<file path="src/hw/rtl/oabs_pkg.sv">
package oabs_pkg;

   localparam int unsigned COORD_W = 12;
   localparam int unsigned DIM_W   = 13;
   localparam int unsigned PIX_W   = 32;
   localparam int unsigned CHAN_W  = 8;
   localparam int unsigned IDX_W   = 3;

   // Signed width that holds a coordinate plus or minus a dimension difference.
   localparam int unsigned POS_W   = DIM_W + 2;

   localparam logic [CHAN_W-1:0] FULL_ALPHA = 8'hFF;

   localparam logic [IDX_W-1:0] CSR_DEST_WIDTH     = 3'd0;
   localparam logic [IDX_W-1:0] CSR_DEST_HEIGHT    = 3'd1;
   localparam logic [IDX_W-1:0] CSR_OVERLAY_WIDTH  = 3'd2;
   localparam logic [IDX_W-1:0] CSR_OVERLAY_HEIGHT = 3'd3;
   localparam logic [IDX_W-1:0] CSR_SNAP_CORNER    = 3'd4;

   localparam logic [1:0] SNAP_TOP_LEFT     = 2'd0;
   localparam logic [1:0] SNAP_TOP_RIGHT    = 2'd1;
   localparam logic [1:0] SNAP_BOTTOM_LEFT  = 2'd2;
   localparam logic [1:0] SNAP_BOTTOM_RIGHT = 2'd3;

   typedef struct packed {
      logic [COORD_W-1:0] overlay_col;
      logic [COORD_W-1:0] overlay_row;
      logic [PIX_W-1:0]   overlay_pixel;
      logic [PIX_W-1:0]   dest_pixel;
   } req_type;

   typedef struct packed {
      logic [COORD_W-1:0] dest_x;
      logic [COORD_W-1:0] dest_y;
      logic [PIX_W-1:0]   out_pixel;
      logic               write_ok;
   } rsp_type;

   // Exact floor(n / 255) for any n up to 65279: add the high byte and one, drop a byte.
   function automatic logic [CHAN_W-1:0] div255(input logic [15:0] n);
      logic [16:0] t;
      t = {1'b0, n} + {9'd0, n[15:8]} + 17'd1;
      return t[15:8];
   endfunction

endpackage

</file>
<file path="src/hw/rtl/oabs_mix.sv">
module oabs_mix (
   input  logic                        clock,
   input  logic [oabs_pkg::CHAN_W-1:0] src,
   input  logic [oabs_pkg::CHAN_W-1:0] dst,
   input  logic [oabs_pkg::CHAN_W-1:0] alpha,
   output logic [oabs_pkg::CHAN_W-1:0] mixed
);
   import oabs_pkg::*;

   logic [15:0] prod_src_ff;
   logic [15:0] prod_dst_ff;
   logic [15:0] sum_ff;
   logic [15:0] sum_in;

   // The weight of the destination is 255 - alpha, formed at eight bits before widening.
   always_ff @(posedge clock) begin
      prod_src_ff <= {8'd0, src} * {8'd0, alpha};
      prod_dst_ff <= {8'd0, dst} * {8'd0, FULL_ALPHA - alpha};
      sum_ff      <= sum_in;
   end

   // Sum stays at or below 255 * 255, so 16 bits never overflow.
   assign sum_in = prod_src_ff + prod_dst_ff;
   assign mixed  = div255(sum_ff);

endmodule

</file>
<file path="src/hw/rtl/overlay_alpha_blend_snap.sv">
// Channel  Ports                             Beat moves on
// -------  --------------------------------  ------------------------------
// input    start, busy, req_data             start high and busy low
// result   rsp_valid, rsp_data               rsp_valid high, one cycle only
// config   csr_we, csr_index, csr_data       csr_we high
//
// One beat is accepted every cycle; busy is never raised.
// Results appear in the same order as their input beats.
// The depth is set by multiply, add, then divide-by-255 register stages.
// Reset clears the valid pipeline, restores all dimensions to one and snaps to top-left.
// The result side cannot stall, so nothing in the pipeline ever waits.
module overlay_alpha_blend_snap #(
   parameter int unsigned MAX_DIM = 4096
) (
   input  logic                         clock,
   input  logic                         reset,
   input  logic                         start,
   output logic                         busy,
   input  oabs_pkg::req_type            req_data,
   output logic                         rsp_valid,
   output oabs_pkg::rsp_type            rsp_data,
   input  logic                         csr_we,
   input  logic [oabs_pkg::IDX_W-1:0]   csr_index,
   input  logic [oabs_pkg::DIM_W-1:0]   csr_data
);
   import oabs_pkg::*;

   localparam int unsigned DimCapInt = (MAX_DIM > 8191) ? 8191 : MAX_DIM;
   localparam logic [DIM_W-1:0] DimCap = DIM_W'(DimCapInt);

   logic [DIM_W-1:0] dest_w_ff, dest_h_ff, ovl_w_ff, ovl_h_ff;
   logic [1:0]       snap_ff;
   logic [DIM_W-1:0] dim_in;

   logic             accept;
   logic             right, bottom;
   logic [POS_W-1:0] off_x, off_y;
   logic [POS_W-1:0] x_in, y_in;

   // Stage 1
   logic             v1_ff;
   logic [POS_W-1:0] x1_ff, y1_ff;
   logic             blend1_ff;
   logic [8:0]       asum1_ff;
   logic [PIX_W-1:0] ovl1_ff;

   // Stage 2
   logic             v2_ff;
   logic [POS_W-1:0] x2_ff, y2_ff;
   logic             ok2_ff, ok2_in;
   logic             blend2_ff;
   logic [CHAN_W-1:0] alpha2_ff, alpha2_in;
   logic [PIX_W-1:0] ovl2_ff;

   // Stage 3 (result register)
   logic             rsp_valid_ff;
   rsp_type          rsp_ff, rsp_in;

   logic [CHAN_W-1:0] mix_r, mix_g, mix_b;

   assign busy   = 1'b0;
   assign accept = start & ~busy;

   // Configuration
   assign dim_in = (csr_data > DimCap) ? DimCap : csr_data;

   always_ff @(posedge clock) begin
      if (reset) begin
         dest_w_ff <= DIM_W'(1);
         dest_h_ff <= DIM_W'(1);
         ovl_w_ff  <= DIM_W'(1);
         ovl_h_ff  <= DIM_W'(1);
         snap_ff   <= SNAP_TOP_LEFT;
      end else if (csr_we) begin
         case (csr_index)
            CSR_DEST_WIDTH:     dest_w_ff <= dim_in;
            CSR_DEST_HEIGHT:    dest_h_ff <= dim_in;
            CSR_OVERLAY_WIDTH:  ovl_w_ff  <= dim_in;
            CSR_OVERLAY_HEIGHT: ovl_h_ff  <= dim_in;
            CSR_SNAP_CORNER:    snap_ff   <= csr_data[1:0];
            default: ;
         endcase
      end
   end

   // Snap offset and coordinate shift
   assign right  = (snap_ff == SNAP_TOP_RIGHT) || (snap_ff == SNAP_BOTTOM_RIGHT);
   assign bottom = (snap_ff == SNAP_BOTTOM_LEFT) || (snap_ff == SNAP_BOTTOM_RIGHT);
   assign off_x  = right  ? ({2'b00, dest_w_ff} - {2'b00, ovl_w_ff}) : '0;
   assign off_y  = bottom ? ({2'b00, dest_h_ff} - {2'b00, ovl_h_ff}) : '0;
   assign x_in   = {3'b000, req_data.overlay_col} + off_x;
   assign y_in   = {3'b000, req_data.overlay_row} + off_y;

   always_ff @(posedge clock) begin
      if (reset) begin
         v1_ff        <= 1'b0;
         v2_ff        <= 1'b0;
         rsp_valid_ff <= 1'b0;
      end else begin
         v1_ff        <= accept;
         v2_ff        <= v1_ff;
         rsp_valid_ff <= v2_ff;
      end
   end

   always_ff @(posedge clock) begin
      x1_ff     <= x_in;
      y1_ff     <= y_in;
      blend1_ff <= (req_data.dest_pixel[31:24] != '0) &&
                   (req_data.overlay_pixel[31:24] != FULL_ALPHA);
      asum1_ff  <= {1'b0, req_data.overlay_pixel[31:24]} + {1'b0, req_data.dest_pixel[31:24]};
      ovl1_ff   <= req_data.overlay_pixel;

      x2_ff     <= x1_ff;
      y2_ff     <= y1_ff;
      ok2_ff    <= ok2_in;
      blend2_ff <= blend1_ff;
      alpha2_ff <= alpha2_in;
      ovl2_ff   <= ovl1_ff;

      rsp_ff    <= rsp_in;
   end

   // A nonnegative position fits in the low POS_W-1 bits.
   assign ok2_in = ~x1_ff[POS_W-1] && (x1_ff[POS_W-2:0] < {1'b0, dest_w_ff}) &&
                   ~y1_ff[POS_W-1] && (y1_ff[POS_W-2:0] < {1'b0, dest_h_ff});

   assign alpha2_in = asum1_ff[8] ? FULL_ALPHA : asum1_ff[7:0];

   oabs_mix u_mix_r (
      .clock (clock),
      .src   (req_data.overlay_pixel[23:16]),
      .dst   (req_data.dest_pixel[23:16]),
      .alpha (req_data.overlay_pixel[31:24]),
      .mixed (mix_r)
   );

   oabs_mix u_mix_g (
      .clock (clock),
      .src   (req_data.overlay_pixel[15:8]),
      .dst   (req_data.dest_pixel[15:8]),
      .alpha (req_data.overlay_pixel[31:24]),
      .mixed (mix_g)
   );

   oabs_mix u_mix_b (
      .clock (clock),
      .src   (req_data.overlay_pixel[7:0]),
      .dst   (req_data.dest_pixel[7:0]),
      .alpha (req_data.overlay_pixel[31:24]),
      .mixed (mix_b)
   );

   always_comb begin
      rsp_in.dest_x    = x2_ff[COORD_W-1:0];
      rsp_in.dest_y    = y2_ff[COORD_W-1:0];
      rsp_in.write_ok  = ok2_ff;
      rsp_in.out_pixel = blend2_ff ? {alpha2_ff, mix_r, mix_g, mix_b} : ovl2_ff;
   end

   assign rsp_valid = rsp_valid_ff;
   assign rsp_data  = rsp_ff;

`ifndef ASSERT_OFF
   a_enter: assert property (@(posedge clock) disable iff (reset) accept |=> v1_ff)
      else $error("accepted beat did not enter stage one");
   a_s1_s2: assert property (@(posedge clock) disable iff (reset) v1_ff |=> v2_ff)
      else $error("beat lost between stage one and two");
   a_s2_out: assert property (@(posedge clock) disable iff (reset) v2_ff |=> rsp_valid)
      else $error("beat lost before the result register");
   a_no_ghost: assert property (@(posedge clock) disable iff (reset) !v2_ff |=> !rsp_valid)
      else $error("result strobe without a beat behind it");
`endif

endmodule

</file>
<file path="config.mk">
export PLATFORM = sky130hd
export DESIGN_NAME = overlay_alpha_blend_snap
export DESIGN_NICKNAME = d
export VERILOG_FILES = /design/src/hw/rtl/oabs_pkg.sv /design/src/hw/rtl/oabs_mix.sv /design/src/hw/rtl/overlay_alpha_blend_snap.sv
export SDC_FILE = /design/constraint.sdc
export NUM_CORES = 1
export LEC_CHECK = 0
export BUFFER_PORTS_ARGS = -buffer_cell sky130_fd_sc_hd__buf_2
export CELL_PAD_IN_SITES_DETAIL_PLACEMENT = 0
export CELL_PAD_IN_SITES_GLOBAL_PLACEMENT = 1
export CORE_MARGIN = 1.5
export CORE_UTILIZATION = 53
export CTS_CLUSTER_SIZE = 28
export DETAILED_ROUTE_END_ITERATION = 10
export PLACE_DENSITY_LB_ADDON = 0.05
export SLEW_MARGIN = 20
export SYNTH_ARGS = -nofsm -noshare
export SYNTH_HDL_FRONTEND = slang
export SYNTH_SLANG_ARGS = --single-unit
</file>
<file path="constraint.sdc">
create_clock -name clock -period 9.35 [get_ports clock]
set_input_delay 1.87 -clock clock [delete_from_list [all_inputs] [get_ports clock]]
set_output_delay 1.87 -clock clock [all_outputs]
set_load 0.01 [all_outputs]
</file>
## Yosys cells after proc, flatten, opt, wreduce, memory -nomap -nowiden

Cells that the tools add are included.
Widths: inputs -> output; s select.

| storage, ports and cells | value |
|---|---|
| bits in registers | 396 |
| output and inout bits | 59 |

| cells by class | value |
|---|---|
| reduce and logical (&&, ||, !) cells | 13 |
| bitwise gates (word level) | 2 |
| equal/unequal tests | 8 |
| magnitude comparators | 3 |
| $add $sub $neg | 15 |
| multipliers | 6 |
| mux-type cells | 4 |

Operator list:

| kind | count |
|---|---|
| $mul 8x8->16 | 6 |
| $add 16x1->16 const B | 3 |
| $add 16x16->16 | 3 |
| $add 16x8->16 | 3 |
| $mux 32 | 1 |
| $add 12x15->15 | 2 |
| $mux 15 | 2 |
| $lt 14x13->1 | 2 |
| $sub 13x13->14 | 2 |
| $gt 13x13->1 const B | 1 |
| $mux 13 | 1 |
| $reduce_and 2->1 | 5 |
| $add 8x8->9 | 1 |
| $ne 8x8->1 const B | 1 |
| $reduce_bool 8->1 | 1 |
| $sub 8x8->8 const A | 1 |
| $eq 3x2->1 const B | 2 |
| $eq 2x2->1 const B | 2 |
| $logic_and 1x1->1 | 4 |
| $eq 3x1->1 const B | 1 |
| $eq 3x3->1 const B | 1 |
| $logic_not 3->1 | 1 |
| $eq 2x1->1 const B | 1 |
| $logic_or 1x1->1 | 2 |
| $not 1->1 | 2 |

## Depth between registers and ports, before layout

| logic depth | value |
|---|---|
| depth after elaboration | 4 |
| gate-level depth with buffers | 18 |
| gate-level depth less buffers | 17 |

## Hierarchy

From an unflattened synthesis, not the netlist that was laid out.

| unflattened totals | value |
|---|---|
| cells, all modules | 3030 |
| area, all modules | 28730.1 µm² |

Modules (own cells, without submodules):

| module | area an instance (µm²) | instances | sequential area each (µm²) | cells an instance |
|---|---|---|---|---|
| overlay_alpha_blend_snap | 9863.2 | 1 | 5044.8 | 970 |
| oabs_mix (u_mix_b) | 6497.5 | 1 | 960.9 | 722 |
| oabs_mix (u_mix_g) | 6185.9 | 1 | 960.9 | 670 |
| oabs_mix (u_mix_r) | 6183.4 | 1 | 960.9 | 668 |

## Least setup slack after synthesis

No wires, ideal clock.

| timing path | value |
|---|---|
| path type | input port to flip-flop |
| from | input req_data[61] (netlist bit) |
| to | register u_mix_b.prod_src_ff[14] |
| required time | 9.223 ns |
| data arrival time | 5.811 ns |
| slack | 3.411 ns |
| stages on the path | 17 |
| setup time | 0.127 ns |
| cells stage by stage | clkbuf_1 buf_1 nand2_1 fa_1 fa_1 inv_1 fa_1 inv_1 fa_1 inv_1 ha_1 o21a_1 o21a_1 a41o_1 nor4_1 nor3_1 xor2_1 |

| between the ends | value |
|---|---|
| cells in the longest elaborated chain, start to end | 1 |

RTL lines:

| item | RTL line | text |
|---|---|---|
| from (decl) | overlay_alpha_blend_snap.sv:19 | `input oabs_pkg::req_type req_data,` |
| $mul 8x8->16 | oabs_mix.sv:17 | `prod_src_ff <= {8'd0, src} * {8'd0, alpha};` |
| to (signal assigned) | oabs_mix.sv:17 |  |
| to (decl) | oabs_mix.sv:10 | `logic [15:0] prod_src_ff;` |

No other way between the ends.
A chain may end at the register's enable or synchronous reset.

## Final worst setup path

| timing path | value |
|---|---|
| from | input req_data[58] (netlist bit) |
| to | register u_mix_g.prod_dst_ff[14] |

| between the ends | value |
|---|---|
| cells in the longest elaborated chain, start to end | 2 |

RTL lines:

| item | RTL line | text |
|---|---|---|
| $sub 8x8->8 | oabs_mix.sv:18 | `prod_dst_ff <= {8'd0, dst} * {8'd0, FULL_ALPHA - alpha};` |
| $mul 8x8->16 | oabs_mix.sv:18 |  |
| to (signal assigned) | oabs_mix.sv:18 |  |
| to (decl) | oabs_mix.sv:11 | `logic [15:0] prod_dst_ff;` |

No other way between the ends.

==> results.yml <==
status:
  status: "finished, final reports clean"
cts:
  post_cts_buffers: 0
  cts_tree: "done"
  post_cts.resized_instances: 0
  cts_sinks: 396
  root_buffer: "clkbuf_16"
  clk_pin_slew_ps: 60
  clkLatencyLatePin_ps: 570
  hold_buffers: 0
  cts_buffer_depth: 3
  htree_levels: 2
  cts_made_buffers: 46
timing:
  clock.fmax_mhz: 167
  hold_slack_ps: 314
  relSlewSlack_pct: 27.4
  tightestPinTransition_ps: 1090
  rsz0062_at_grt: "false"
  finClkSkew_ps: 9.96
  fin_crit_sh_pct: 64.0
  finalSetupViolations: 0
  finalHoldViolations: 0
  min_period_ps: 5990
  slew_viol_final: 0
  fin_setup_tns_ps: 0
  fin_ws_ps: 3360
power_and_ir_drop:
  ir_worst_vdd_mv: 0.207
  power_density_nw_per_um2: 252
  leakage_nw: 14.7
  power_w: 0.00779
synthesis:
  synth-seq-cells: 396
  synth_xor_area_share_pct: 4.95
  synth-simple-area-share_pct: 17.3
  ys_types: 64
  synth_area_sq_um: 27800
  async_flop_share_pct: 0
  synthMuxAreaShare_pct: 0.469
  synth-warning-count: 0
  seq_area_frac_synth_pct: 28.6
  synth_compound_area_share_pct: 9.71
  synth_cells: 2955
  synth_nets: 3651
  synth-edff-count: 0
  synth_top_family_by_area: "adder cells"
  synth_flop_cell: "dfxtp_1"
  syn_area_per_cell_sq_um: 9.40
  synthAdderAreaFrac_pct: 32.6
setup_path:
  reg2reg_depth: 17
  rrSetupSlack_ps: 5580
  worstSetupPathType: "in2reg"
  start_kind: "input pin"
  r2r_start: "dest_h_ff[0]$_SDFFE_PP1P_"
  crit_required_ps: 9820
  cp_data_arrival_time_ps: 6450
  worstReg2RegEnd: "y1_ff[12]$_DFF_P_"
  cp_max_fo: 33
  max_stage_delay_ps: 500
  crit_path_frequent_cell: "fa_1"
  worstPathBufferInverterCount: 4
  crit_path_end_kind: "flop"
  path_cells: "buf_2 > buf_4 > nor2b_1 > fa_1 > fa_1 > inv_1 > fa_1 > fa_1 > inv_1 > ha_1 > nor2b_1 > or4_1 > a41o_1 > o41a_1 > xor2_1"
  critPathSlowestCell: "fa_1"
  crit_family: "adder cells"
place:
  gp_congestion: 0.855
  post-dp-hpwl_mm: 46.8
  post-place-ws_ps: 2810
  io_buffer_count: 165
finish:
  nFillCells: 4625
  drive_gt1_share_pct: 8.87
  final_common_cell: "inv_1"
  mostFrequentLayoutCells: "410 x inv_1, 395 x dfxtp_1, 364 x ha_1, 224 x fa_1, 207 x nor2b_1"
  areaGrowthSynthToFinish_pct: 11.1
  final_net_count: 3808
hold_path:
  hp-start: "ovl1_ff[26]$_DFF_P_"
  min_path_cells: 0
  hold_path_class: "reg2reg"
  whs_endpoint: "ovl2_ff[26]$_DFF_P_"
global_route:
  grt_pass1_vias: 20800
  antenna_found_initial: 5
  grt.overflow.total: 0
  grt_pass1_wl_mm: 101
  grt_max_degree: 58
  track_usage_pct: 23.3
routing:
  vias: 19900
  routed_wl_mm: 59.9
  dr.first_iter.drc_count: 802
  wl_per_cell_um: 15.7
  dr.pass1.iters: 5
  remaining_drc_errors: 0
  ant_nets: 0
  vias_per_cell: 5.20
run:
  maxCapViolCount: 0
die:
  rows: 83
  die_h_um: 232
  core_area_sq_um: 51500
  dieArea_sq_um: 53800
  ios: 167
  dieWidth_um: 232
  initial_utilization_pct: 53.9
power breakdown:
group	switching [W]	leakage [nW]	internal [W]
clock network	0.000734	0.778	0.00113
logic	0.00191	10.6	0.00168
registers	0.000207	3.31	0.00213
layer usage:
metal / wire [um] / vias to the layer above / GRT usage (%)
met1: 27100 / 9644 / 29.7
li1: - / 9888 / -
met3: 2350 / 82 / 3.45
met4: 1290 / 4 / 6.03
met2: 29100 / 297 / 41.1
met5: 23 / - / 0
worst max path at each step:
stage | start | endpoint | slack (ps) | cells after the start
final | req_data[58] | u_mix_g.prod_dst_ff[14]$_DFF_P_ | 3360 | 15
after global routing | req_data[58] | u_mix_g.prod_dst_ff[14]$_DFF_P_ | 3220 | 15
after CTS | req_data[58] | u_mix_g.prod_dst_ff[14]$_DFF_P_ | 3430 | 15
after detailed placement | req_data[58] | u_mix_g.prod_dst_ff[14]$_DFF_P_ | 2810 | 15
after global placement | req_data[58] | u_mix_g.prod_dst_ff[14]$_DFF_P_ | 2870 | 15
after floorplan | req_data[61] | u_mix_b.prod_src_ff[14]$_DFF_P_ | 3410 | 17
cell type report:
class / count / area, sq um / share of cell area, %
multi-input cells: 2084 / 18100 / 58.5
flip-flops and latches: 396 / 7930 / 25.7
inverters: 410 / 1540 / 4.99
clock buffers: 61 / 1320 / 4.27
repair buffers: 174 / 893 / 2.90
well taps: 680 / 851 / 2.76
clock inverters: 19 / 265 / 0.860
diodes: 3 / 7.51 / 0.0243
cells in the mapped netlist (4+ instances only):
library cell / n / share of area [%]
o21bai_1: 5 / 0.14
a211o_1: 8 / 0.25
a2111o_1: 4 / 0.16
nor2_1: 128 / 1.7
or4_1: 6 / 0.16
nor3_1: 36 / 0.65
clkbuf_1: 62 / 0.84
dfxtp_1: 396 / 29
a21oi_1: 156 / 2.8
o211ai_1: 14 / 0.38
inv_1: 410 / 5.5
ha_1: 364 / 16
nand4_1: 13 / 0.29
a21boi_0: 11 / 0.30
nand2_1: 200 / 2.7
fa_1: 224 / 16
and3_1: 14 / 0.32
or3_1: 15 / 0.34
a211oi_1: 10 / 0.27
a41o_1: 4 / 0.14
o21a_1: 57 / 1.5
a31oi_1: 9 / 0.20
or2_2: 15 / 0.34
a21o_1: 36 / 0.97
o31a_1: 7 / 0.22
nor2b_1: 207 / 4.7
mux2_2: 8 / 0.32
a311oi_1: 6 / 0.19
mux2i_1: 4 / 0.14
o21ai_0: 60 / 1.1
nand3_1: 24 / 0.43
nor4_1: 8 / 0.18
and2_1: 158 / 3.6
nand2b_1: 71 / 1.6
o22ai_1: 5 / 0.11
xor2_1: 50 / 1.6
xnor2_1: 107 / 3.4
registers in the layout (all words and copies together), names as in the netlist, 8 cells and up:
signal and cells:
alpha2_ff 8, asum1_ff 9, dest_h_ff 13, dest_w_ff 13
ovl1_ff 32, ovl2_ff 32, ovl_h_ff 13, ovl_w_ff 13
rsp_data 57, u_mix_b.prod_dst_ff 16, u_mix_b.prod_src_ff 16, u_mix_b.sum_ff 16
u_mix_g.prod_dst_ff 16, u_mix_g.prod_src_ff 16, u_mix_g.sum_ff 16, u_mix_r.prod_dst_ff 16
u_mix_r.prod_src_ff 16, u_mix_r.sum_ff 16, x1_ff 15, x2_ff 12
y1_ff 15, y2_ff 12
stage by stage:
| step | utilization, % | instances | instance area, sq um |
|---|---|---|---|
| 2_1_floorplan | - | 2955 | 27800 |
| 3_3_place_gp | 56.8 | 3744 | 29300 |
| 3_5_place_dp | 56.8 | 3744 | 29300 |
| 4_1_cts | 59.9 | 3824 | 30800 |
| 5_1_grt | 59.9 | 3826 | 30900 |
| 6_report | 59.9 | 3827 | 30900 |
cell families (layout without fill, tap and decap cells):
logic type / after synthesis / count (layout)
AND/OR/NAND/NOR: 906 / 906
adder cells (fa/ha/maj): 588 / 588
AO/OA/AOI/OAI: 420 / 420
buffers and inverters: 475 / 664
XOR/XNOR: 157 / 157
other: 1 / 4
flip-flops: 396 / 396
multiplexers: 12 / 12
No activity file was read; power rests on OpenSTA's default activity.
